[config.mk]
export PLATFORM = sky130hd
export DESIGN_NAME = lin_frame_transmit_sequencer
export DESIGN_NICKNAME = d
export VERILOG_FILES = /design/src/hw/rtl/lfts_pkg.sv /design/src/hw/rtl/lfts_csum_unit.sv /design/src/hw/rtl/lfts_seq.sv /design/src/hw/rtl/lin_frame_transmit_sequencer.sv
export VERILOG_INCLUDE_DIRS = /design/src /design/src/hw/rtl
export SDC_FILE = /design/constraint.sdc
export NUM_CORES = 1
export LEC_CHECK = 0
export BUFFER_PORTS_ARGS = -buffer_cell sky130_fd_sc_hd__buf_2
export CAP_MARGIN = 5
export CORE_MARGIN = 8
export CORE_UTILIZATION = 55
export CTS_CLUSTER_DIAMETER = 50
export DETAILED_ROUTE_END_ITERATION = 7
export PLACE_DENSITY = 0.82
export SLEW_MARGIN = 20
export SYNTH_ARGS = -nofsm -noshare
export SYNTH_HDL_FRONTEND = slang
export SYNTH_SLANG_ARGS = --single-unit
[constraint.sdc]
create_clock -name i_clk -period 4.3 [get_ports i_clk]
set_input_delay 0.86 -clock i_clk [delete_from_list [all_inputs] [get_ports i_clk]]
set_output_delay 0.86 -clock i_clk [all_outputs]
set_load 0.02 [all_outputs]
[src/hw/rtl/lin_frame_transmit_sequencer_macros.svh]
// Assertion helpers shared by the LIN transmit sequencer modules.
// Every user module provides i_clk and i_rst_n.
`ifndef LIN_FRAME_TRANSMIT_SEQUENCER_MACROS_SVH
`define LIN_FRAME_TRANSMIT_SEQUENCER_MACROS_SVH

// Same-cycle implication, off during reset
`define LFTS_ASSERT_NOW(label, ante, cons, msg) \
    label: assert property (@(posedge i_clk) disable iff (!i_rst_n) (ante) |-> (cons)) \
        else $error(msg);

// Next-cycle implication, off during reset
`define LFTS_ASSERT_NEXT(label, ante, cons, msg) \
    label: assert property (@(posedge i_clk) disable iff (!i_rst_n) (ante) |=> (cons)) \
        else $error(msg);

`endif

[src/hw/rtl/lfts_pkg.sv]
`timescale 1ns / 1ps

package lfts_pkg;

    // Frame limits
    localparam int MAX_DATA_BYTES = 8;
    localparam int NUM_BYTE_FIELDS = 8;
    localparam int LEN_W = 4;
    localparam int ID_W = 6;
    localparam int CHAN_W = 2;
    localparam int BYTE_W = 8;
    localparam int KIND_W = 2;

    // Input tdata layout: frame_id, data_length, data_byte_0..7
    localparam int ID_LSB = 0;
    localparam int LEN_LSB = ID_LSB + ID_W;
    localparam int DATA_LSB = LEN_LSB + LEN_W;
    localparam int IN_BITS = DATA_LSB + NUM_BYTE_FIELDS * BYTE_W;
    localparam int IN_TDATA_W = ((IN_BITS + 7) / 8) * 8;

    // Symbol kinds
    localparam logic [KIND_W-1:0] KIND_BREAK = 2'd0;
    localparam logic [KIND_W-1:0] KIND_BYTE = 2'd1;
    localparam logic [KIND_W-1:0] KIND_REJECT = 2'd2;

    localparam logic [BYTE_W-1:0] SYNC_BYTE = 8'h55;
    localparam logic [CHAN_W-1:0] SERVED_CHANNEL = '0;

    // One symbol from the sequencer
    typedef struct packed {
        logic              valid;
        logic [KIND_W-1:0] kind;
        logic [BYTE_W-1:0] data;
        logic              last;
    } t_symbol;

    // Checksum unit control
    typedef struct packed {
        logic clear;
        logic add;
    } t_csum_ctrl;

    // Protected identifier: P1 in bit 7, P0 in bit 6, id in bits 5..0
    function automatic logic [BYTE_W-1:0] protected_id(input logic [ID_W-1:0] id);
        logic p0;
        logic p1;
        p0 = id[0] ^ id[1] ^ id[2] ^ id[4];
        p1 = ~(id[1] ^ id[3] ^ id[4] ^ id[5]);
        return {p1, p0, id};
    endfunction

endpackage

[src/hw/rtl/lfts_csum_unit.sv]
`timescale 1ns / 1ps

// Shared end-around-carry byte adder; one data byte folded in per add.
module lfts_csum_unit (
    input  logic                       i_clk,
    input  logic                       i_rst_n,
    input  lfts_pkg::t_csum_ctrl       i_ctrl,
    input  logic [lfts_pkg::BYTE_W-1:0] i_operand,
    output logic [lfts_pkg::BYTE_W-1:0] o_sum
);

    logic [lfts_pkg::BYTE_W-1:0] r_sum;
    logic [lfts_pkg::BYTE_W-1:0] n_sum;
    logic [lfts_pkg::BYTE_W:0]   w_raw;

    // Carry out of bit 7 goes back into bit 0
    always_comb begin
        w_raw = {1'b0, r_sum} + {1'b0, i_operand};
        n_sum = w_raw[lfts_pkg::BYTE_W-1:0] + {{(lfts_pkg::BYTE_W-1){1'b0}},
                                               w_raw[lfts_pkg::BYTE_W]};
    end

    always_ff @(posedge i_clk) begin
        if (!i_rst_n) begin
            r_sum <= '0;
        end else if (i_ctrl.clear) begin
            r_sum <= '0;
        end else if (i_ctrl.add) begin
            r_sum <= n_sum;
        end
    end

    assign o_sum = r_sum;

endmodule

[src/hw/rtl/lfts_seq.sv]
`timescale 1ns / 1ps
`include "lin_frame_transmit_sequencer_macros.svh"

// Frame sequencer: break, sync, PID, data, csum or reject, one per step.
module lfts_seq (
    input  logic                            i_clk,
    input  logic                            i_rst_n,
    input  logic                            i_req_valid,
    output logic                            o_req_ready,
    input  logic [lfts_pkg::CHAN_W-1:0]     i_req_channel,
    input  logic [lfts_pkg::IN_TDATA_W-1:0] i_req_data,
    input  logic                            i_sym_free,
    output lfts_pkg::t_symbol               o_sym,
    output lfts_pkg::t_csum_ctrl            o_csum_ctrl,
    output logic [lfts_pkg::BYTE_W-1:0]     o_csum_operand,
    input  logic [lfts_pkg::BYTE_W-1:0]     i_csum_sum
);

    typedef enum logic [2:0] {
        S_IDLE,
        S_BREAK,
        S_SYNC,
        S_PID,
        S_DATA,
        S_CSUM,
        S_REJECT
    } t_state;

    t_state                        r_state;
    t_state                        n_state;
    logic [lfts_pkg::LEN_W-1:0]    r_remain;
    logic [lfts_pkg::LEN_W-1:0]    n_remain;
    logic [lfts_pkg::BYTE_W-1:0]   r_pid;
    logic [lfts_pkg::BYTE_W-1:0]   r_data [lfts_pkg::NUM_BYTE_FIELDS];
    logic [lfts_pkg::LEN_W-1:0]    w_len_in;
    logic [lfts_pkg::LEN_W-1:0]    w_len_sat;
    logic                          w_accept;
    logic                          w_emit;

    localparam logic [lfts_pkg::LEN_W-1:0] MaxLen = lfts_pkg::LEN_W'(lfts_pkg::MAX_DATA_BYTES);
    localparam logic [lfts_pkg::LEN_W-1:0] OneLen = lfts_pkg::LEN_W'(1);

    assign o_req_ready = (r_state == S_IDLE);
    assign w_accept    = i_req_valid && o_req_ready;
    assign w_len_in    = i_req_data[lfts_pkg::LEN_LSB +: lfts_pkg::LEN_W];
    assign w_len_sat   = (w_len_in > MaxLen) ? MaxLen : w_len_in;

    // Symbol for the current step
    always_comb begin
        o_sym.valid = 1'b1;
        o_sym.kind  = lfts_pkg::KIND_BYTE;
        o_sym.data  = '0;
        o_sym.last  = 1'b0;
        unique case (r_state)
            S_IDLE: begin
                o_sym.valid = 1'b0;
            end
            S_BREAK: begin
                o_sym.kind = lfts_pkg::KIND_BREAK;
            end
            S_SYNC: begin
                o_sym.data = lfts_pkg::SYNC_BYTE;
            end
            S_PID: begin
                o_sym.data = r_pid;
            end
            S_DATA: begin
                o_sym.data = r_data[0];
            end
            S_CSUM: begin
                o_sym.data = ~i_csum_sum;
                o_sym.last = 1'b1;
            end
            S_REJECT: begin
                o_sym.kind = lfts_pkg::KIND_REJECT;
                o_sym.last = 1'b1;
            end
            default: begin
                o_sym.valid = 1'b0;
            end
        endcase
    end

    assign w_emit = o_sym.valid && i_sym_free;

    // Checksum unit: cleared per request, one add per data byte sent
    assign o_csum_ctrl.clear = w_accept;
    assign o_csum_ctrl.add   = w_emit && (r_state == S_DATA);
    assign o_csum_operand    = r_data[0];

    // Next state
    always_comb begin
        n_state  = r_state;
        n_remain = r_remain;
        unique case (r_state)
            S_IDLE: begin
                if (w_accept) begin
                    n_remain = w_len_sat;
                    n_state  = (i_req_channel != lfts_pkg::SERVED_CHANNEL) ? S_REJECT : S_BREAK;
                end
            end
            S_BREAK: begin
                if (w_emit) begin
                    n_state = S_SYNC;
                end
            end
            S_SYNC: begin
                if (w_emit) begin
                    n_state = S_PID;
                end
            end
            S_PID: begin
                if (w_emit) begin
                    n_state = (r_remain == '0) ? S_CSUM : S_DATA;
                end
            end
            S_DATA: begin
                if (w_emit) begin
                    n_remain = r_remain - OneLen;
                    if (r_remain == OneLen) begin
                        n_state = S_CSUM;
                    end
                end
            end
            S_CSUM, S_REJECT: begin
                if (w_emit) begin
                    n_state = S_IDLE;
                end
            end
            default: begin
                n_state = S_IDLE;
            end
        endcase
    end

    // State, count and request payload
    always_ff @(posedge i_clk) begin
        if (!i_rst_n) begin
            r_state  <= S_IDLE;
            r_remain <= '0;
        end else begin
            r_state  <= n_state;
            r_remain <= n_remain;
            if (w_accept) begin
                r_pid <= lfts_pkg::protected_id(
                    i_req_data[lfts_pkg::ID_LSB +: lfts_pkg::ID_W]);
                for (int i = 0; i < lfts_pkg::NUM_BYTE_FIELDS; i++) begin
                    r_data[i] <= i_req_data[lfts_pkg::DATA_LSB + i*lfts_pkg::BYTE_W
                                            +: lfts_pkg::BYTE_W];
                end
            end else if (w_emit && (r_state == S_DATA)) begin
                // shift next data byte to the head
                for (int i = 0; i < lfts_pkg::NUM_BYTE_FIELDS - 1; i++) begin
                    r_data[i] <= r_data[i+1];
                end
            end
        end
    end

    `LFTS_ASSERT_NEXT(a_busy_after_accept, w_accept, !o_req_ready, "ready right after accept")
    `LFTS_ASSERT_NOW(a_data_count_live, r_state == S_DATA, r_remain != '0, "data step with no bytes left")
    `LFTS_ASSERT_NOW(a_last_ends_frame, w_emit && o_sym.last, n_state == S_IDLE, "last symbol not at frame end")
    `LFTS_ASSERT_NOW(a_len_bounded, r_state == S_DATA, r_remain <= MaxLen, "data count above limit")

endmodule

[src/hw/rtl/lin_frame_transmit_sequencer.sv]
`timescale 1ns / 1ps
`include "lin_frame_transmit_sequencer_macros.svh"

// LIN master frame transmitter (classic checksum). One request on the slave
// stream (channel in tuser, id/length/eight data bytes in tdata) becomes a run
// of symbols on the master stream: break, sync 0x55, protected id, the data
// bytes (length saturates at 8) and the inverted end-around-carry checksum,
// the last one flagged by tlast. A request on a channel other than 0 yields a
// single reject symbol. A new request is taken only once the previous run has
// been handed on; then the sequencer gives one symbol per cycle while the
// output register is free. The checksum is built by one shared byte adder, one
// data byte per cycle as the byte leaves, unless the output stalls. The output
// register lets the next symbol be produced in the same cycle the current one transfers.
module lin_frame_transmit_sequencer (
    input  logic                            i_clk,
    input  logic                            i_rst_n,
    input  logic                            s_axis_tvalid,
    output logic                            s_axis_tready,
    // [5:0] frame_id, [9:6] data_length, [17:10]..[73:66] data_byte_0..7, rest zero
    input  logic [lfts_pkg::IN_TDATA_W-1:0] s_axis_tdata,
    // [1:0] channel
    input  logic [lfts_pkg::CHAN_W-1:0]     s_axis_tuser,
    output logic                            m_axis_tvalid,
    input  logic                            m_axis_tready,
    // [7:0] symbol_byte
    output logic [lfts_pkg::BYTE_W-1:0]     m_axis_tdata,
    // [1:0] symbol_kind
    output logic [lfts_pkg::KIND_W-1:0]     m_axis_tuser,
    output logic                            m_axis_tlast
);

    lfts_pkg::t_symbol           w_sym;
    lfts_pkg::t_csum_ctrl        w_csum_ctrl;
    logic [lfts_pkg::BYTE_W-1:0] w_csum_operand;
    logic [lfts_pkg::BYTE_W-1:0] w_csum_sum;
    logic                        w_sym_free;

    logic                        r_out_valid;
    logic [lfts_pkg::KIND_W-1:0] r_out_kind;
    logic [lfts_pkg::BYTE_W-1:0] r_out_data;
    logic                        r_out_last;

    lfts_seq u_seq (
        .i_clk          (i_clk),
        .i_rst_n        (i_rst_n),
        .i_req_valid    (s_axis_tvalid),
        .o_req_ready    (s_axis_tready),
        .i_req_channel  (s_axis_tuser),
        .i_req_data     (s_axis_tdata),
        .i_sym_free     (w_sym_free),
        .o_sym          (w_sym),
        .o_csum_ctrl    (w_csum_ctrl),
        .o_csum_operand (w_csum_operand),
        .i_csum_sum     (w_csum_sum)
    );

    lfts_csum_unit u_csum (
        .i_clk     (i_clk),
        .i_rst_n   (i_rst_n),
        .i_ctrl    (w_csum_ctrl),
        .i_operand (w_csum_operand),
        .o_sum     (w_csum_sum)
    );

    // Output register: free when empty or its transfer completes now
    assign w_sym_free = !r_out_valid || m_axis_tready;

    always_ff @(posedge i_clk) begin
        if (!i_rst_n) begin
            r_out_valid <= 1'b0;
        end else if (w_sym_free) begin
            r_out_valid <= w_sym.valid;
            r_out_kind  <= w_sym.kind;
            r_out_data  <= w_sym.data;
            r_out_last  <= w_sym.last;
        end
    end

    assign m_axis_tvalid = r_out_valid;
    assign m_axis_tuser  = r_out_kind;
    assign m_axis_tdata  = r_out_data;
    assign m_axis_tlast  = r_out_last;

    `LFTS_ASSERT_NOW(a_reject_is_last, m_axis_tvalid && (m_axis_tuser == lfts_pkg::KIND_REJECT), m_axis_tlast, "reject symbol without tlast")

endmodule

==> results.yml <==
cts:
  cts_tree: "yes"
  clock_sinks: 99
  post-cts-setup-buffers: 0
  cts_made_buffers: 9
  htreeDepth: 3
  clock_latency_ns: 0.36
  clkTransAtPathRegs_ns: 0.10
  cts-root-buf: "clkbuf_8"
  ctsHoldBuffers: 0
  cts_buffer_depth: 2
  post_cts_resized: 0
logic_synthesis:
  synthFlopType: "edfxtp_1"
  syn_avg_cell_area_um2: 14.0
  synthArstFlopShare_pct: 0
  yosys.area.top_type_share_pct: 52.0
  yosys_warnings: 0
  synth-edff-count: 83
  synth_top_area_cell: "edfxtp_1"
  syn_inst: 342
  syn-cell-area_um2: 4790
  yosysUniqueCellTypes: 52
  netlist_top_cells_area: "edfxtp_1 (52%), mux2_2 (8.5%), dfxtp_1 (6.7%)"
  synth_nets: 442
  ys_ff_latch: 99
  ys_seq_area_share_pct: 58.7
place:
  dp.cells: 530
  dp.final_hpwl_um: 6990
  finalWeightedCongestion: 0.874
  port_buffers: 92
  dpl_cell_area_um2: 5350
  preCtsSetupSlack_ns: 1.11
outcome:
  status: "finished clean"
sta:
  fin_skew_ns: 0.0181
  worst_pin_slew_ns: 0.880
  final-hold-violation-count: 0
  setup_slack_ns: 1.02
  hold_ws_ns: 0.518
  post-route-period-util_pct: 76.2
  relSlewSlack_pct: 41.3
  min_period_ns: 3.28
  grt_setup_unrepaired: "false"
  setup_viol: 0
  slew_violations: 0
  fmax_mhz: 305
  fin_setup_tns_ns: 0
route:
  totalWireLength_um: 9380
  vias_per_cell: 5.57
  wl_per_cell_um: 17.1
  first_iter_violations: 177
  firstDrtPassIters: 4
  ant_nets: 0
  drcViolationCount: 0
  vias: 3047
die:
  ios: 99
  dieWidth_um: 109
  start_util_pct: 55.8
  row_count: 34
  dieArea_um2: 12000
  die_h_um: 109
  coreArea_um2: 8590
global_routing:
  grt_pass1_vias: 3165
  grt_max_degree: 30
  gr-total-overflow: 0
  grt_pass1_wl_um: 15000
  grt.total_usage_pct: 16.1
  antenna_found_initial: 1
layout:
  regArea_um2: 2810
  layout.cells.non_filler: 547
  postLayoutCellArea_um2: 5570
  fillers: 652
  multi_input_area_um2: 1880
  drive_above_1_share_pct: 39.7
  post-route-util_pct: 64.8
  syn2layout_area_growth_pct: 16.3
  final_nets: 533
setup_path:
  end_kind: "flop"
  critPathCapture: "u_csum.o_sum[7]$_SDFFE_PP0N_"
  crit_path_cell_trace: "ha_1 -> fa_1 -> a211oi_1 -> o21bai_1 -> a21oi_1 -> nor2b_1 -> o21ai_0 -> nand2b_1 -> ha_1 -> and3_1 -> and3_1 -> nand3_1 -> xor2_1 -> a211oi_2"
  reg2regPathDepth: 14
  critical_path_required_ns: 4.57
  r2r-end: "u_csum.o_sum[7]$_SDFFE_PP0N_"
  crit_start: "u_seq.r_data[0][0]$_DFFE_PP_"
  cp_top_family: "compound AO/OA/AOI/OAI gates"
  crit_cells: 14
  cp.arrival_ns: 3.55
  criticalPathCategory: "reg2reg"
  cp_max_fo: 3
  cp-start-kind: "flop"
  cp_slowest_cell: "edfxtp_1"
  path_buf_inv: 0
  r2r_start: "u_seq.r_data[0][0]$_DFFE_PP_"
  cpPeakStageDelay_ns: 0.44
  r2r_slack_ns: 1.02
power:
  p_per_area_nw_per_um2: 544
  leakagePower_nw: 2.23
  vdd_drop_max_uv: 236
  finalPower_mw: 3.03
min_path:
  hold_path.class: "reg2reg"
run:
  maxCapViolCount: 0
## power by group
group | switching [mW] | internal, mW | leakage (nW) | total [mW]
clock | 0.326 | 0.332 | 0.105 | 0.658
sequential | 0.132 | 1.29 | 0.906 | 1.42
combinational | 0.538 | 0.413 | 1.21 | 0.951
total | 0.996 | 2.03 | 2.23 | 3.03
## how the worst min path moves through the flow
stage / from / end / slack [ns] / cells after the start
after floorplan: u_seq.r_remain[2]$_SDFFE_PN0P_ / u_seq.r_remain[2]$_SDFFE_PN0P_ / 0.46 / 2
after global placement: u_seq.r_remain[2]$_SDFFE_PN0P_ / u_seq.r_remain[2]$_SDFFE_PN0P_ / 0.48 / 2
after detailed placement: u_seq.r_remain[2]$_SDFFE_PN0P_ / u_seq.r_remain[2]$_SDFFE_PN0P_ / 0.51 / 2
after CTS: u_seq.r_remain[2]$_SDFFE_PN0P_ / u_seq.r_remain[2]$_SDFFE_PN0P_ / 0.52 / 2
after global routing: u_seq.r_remain[2]$_SDFFE_PN0P_ / u_seq.r_remain[2]$_SDFFE_PN0P_ / 0.56 / 2
final: u_seq.r_remain[2]$_SDFFE_PN0P_ / u_seq.r_remain[2]$_SDFFE_PN0P_ / 0.52 / 2
## kinds of logic (layout without fill, tap and decap cells)
| group | after synthesis | count (layout) | synth area share (%) |
|---|---|---|---|
| adder cells (fa/ha/maj) | 14 | 14 | 3.81 |
| AND/OR/NAND/NOR | 74 | 74 | 8.25 |
| multiplexers | 60 | 60 | 15.6 |
| flip-flops | 99 | 99 | 58.7 |
| buffers and inverters | 19 | 115 | 2.11 |
| AO/OA/AOI/OAI | 59 | 59 | 8.46 |
| other | 0 | 1 | 0 |
| XOR/XNOR | 17 | 17 | 3.11 |
## layer usage
| metal | vias up | part of all wire (%) | track usage, % |
|---|---|---|---|
| met2 | 112 | 48 | 25.9 |
| met4 | 2 | 2.4 | 7.52 |
| met1 | 1436 | 39 | 18.8 |
| met5 | - | 0.14 | 0 |
| li1 | 1479 | - | - |
| met3 | 18 | 10 | 5.80 |
## flip-flops by register name (all words and copies together) (netlist names)
name,cells
m_axis_tdata,8
m_axis_tlast,1
m_axis_tuser,2
m_axis_tvalid,1
u_csum.o_sum,8
u_seq.r_data,64
u_seq.r_pid,8
u_seq.r_remain,4
u_seq.r_state,3
## synthesized netlist by cell type, types with 2 or more instances
cell	n
clkbuf_1	3
o21ai_0	12
a22o_1	4
xnor2_1	9
nand4b_1	2
nor3b_1	2
nand2_1	16
buf_6	3
mux2i_1	4
and3_1	3
xor2_1	8
nand3_1	6
nor2b_1	5
dfxtp_1	16
inv_1	4
edfxtp_1	83
o211ai_1	2
buf_1	2
and2_1	3
a31oi_1	2
mux2_4	20
a21o_1	3
ha_1	13
a22oi_1	2
a21oi_1	16
nor2_1	23
o221ai_1	4
buf_2	6
a211oi_1	6
mux2_2	36
nand2b_1	3
## layout make-up
class,instances,share of cell area (%)
timing repair buffer,94,8.98
inverter,5,0.337
tap,108,2.43
multi-input combinational,224,33.7
sequential,99,50.5
clock buffer,9,2.22
antenna,1,0.0449
clock inverter,7,1.77
## tightest hold or removal path, stage by stage, from the launching register on
cell and delay (ns):
dfxtp_1 0.35, nand2_1 0.07, a21oi_1 0.06
## layout by cell type, fill, tap and decap left out, types with 3 or more instances in the layout
cell type,instances
a211oi_1,6
a21o_1,3
a21oi_1,16
a22o_1,4
and3_1,3
buf_2,92
clkbuf_8,9
dfxtp_1,16
edfxtp_1,83
ha_1,13
inv_1,4
mux2_2,36
mux2_4,20
mux2i_1,4
nand2_1,16
nand2b_1,3
nand3_1,6
nor2_1,23
nor2b_1,5
o21ai_0,12
o221ai_1,4
xnor2_1,9
xor2_1,8
Note: power is estimated with default switching activity, not from simulation.
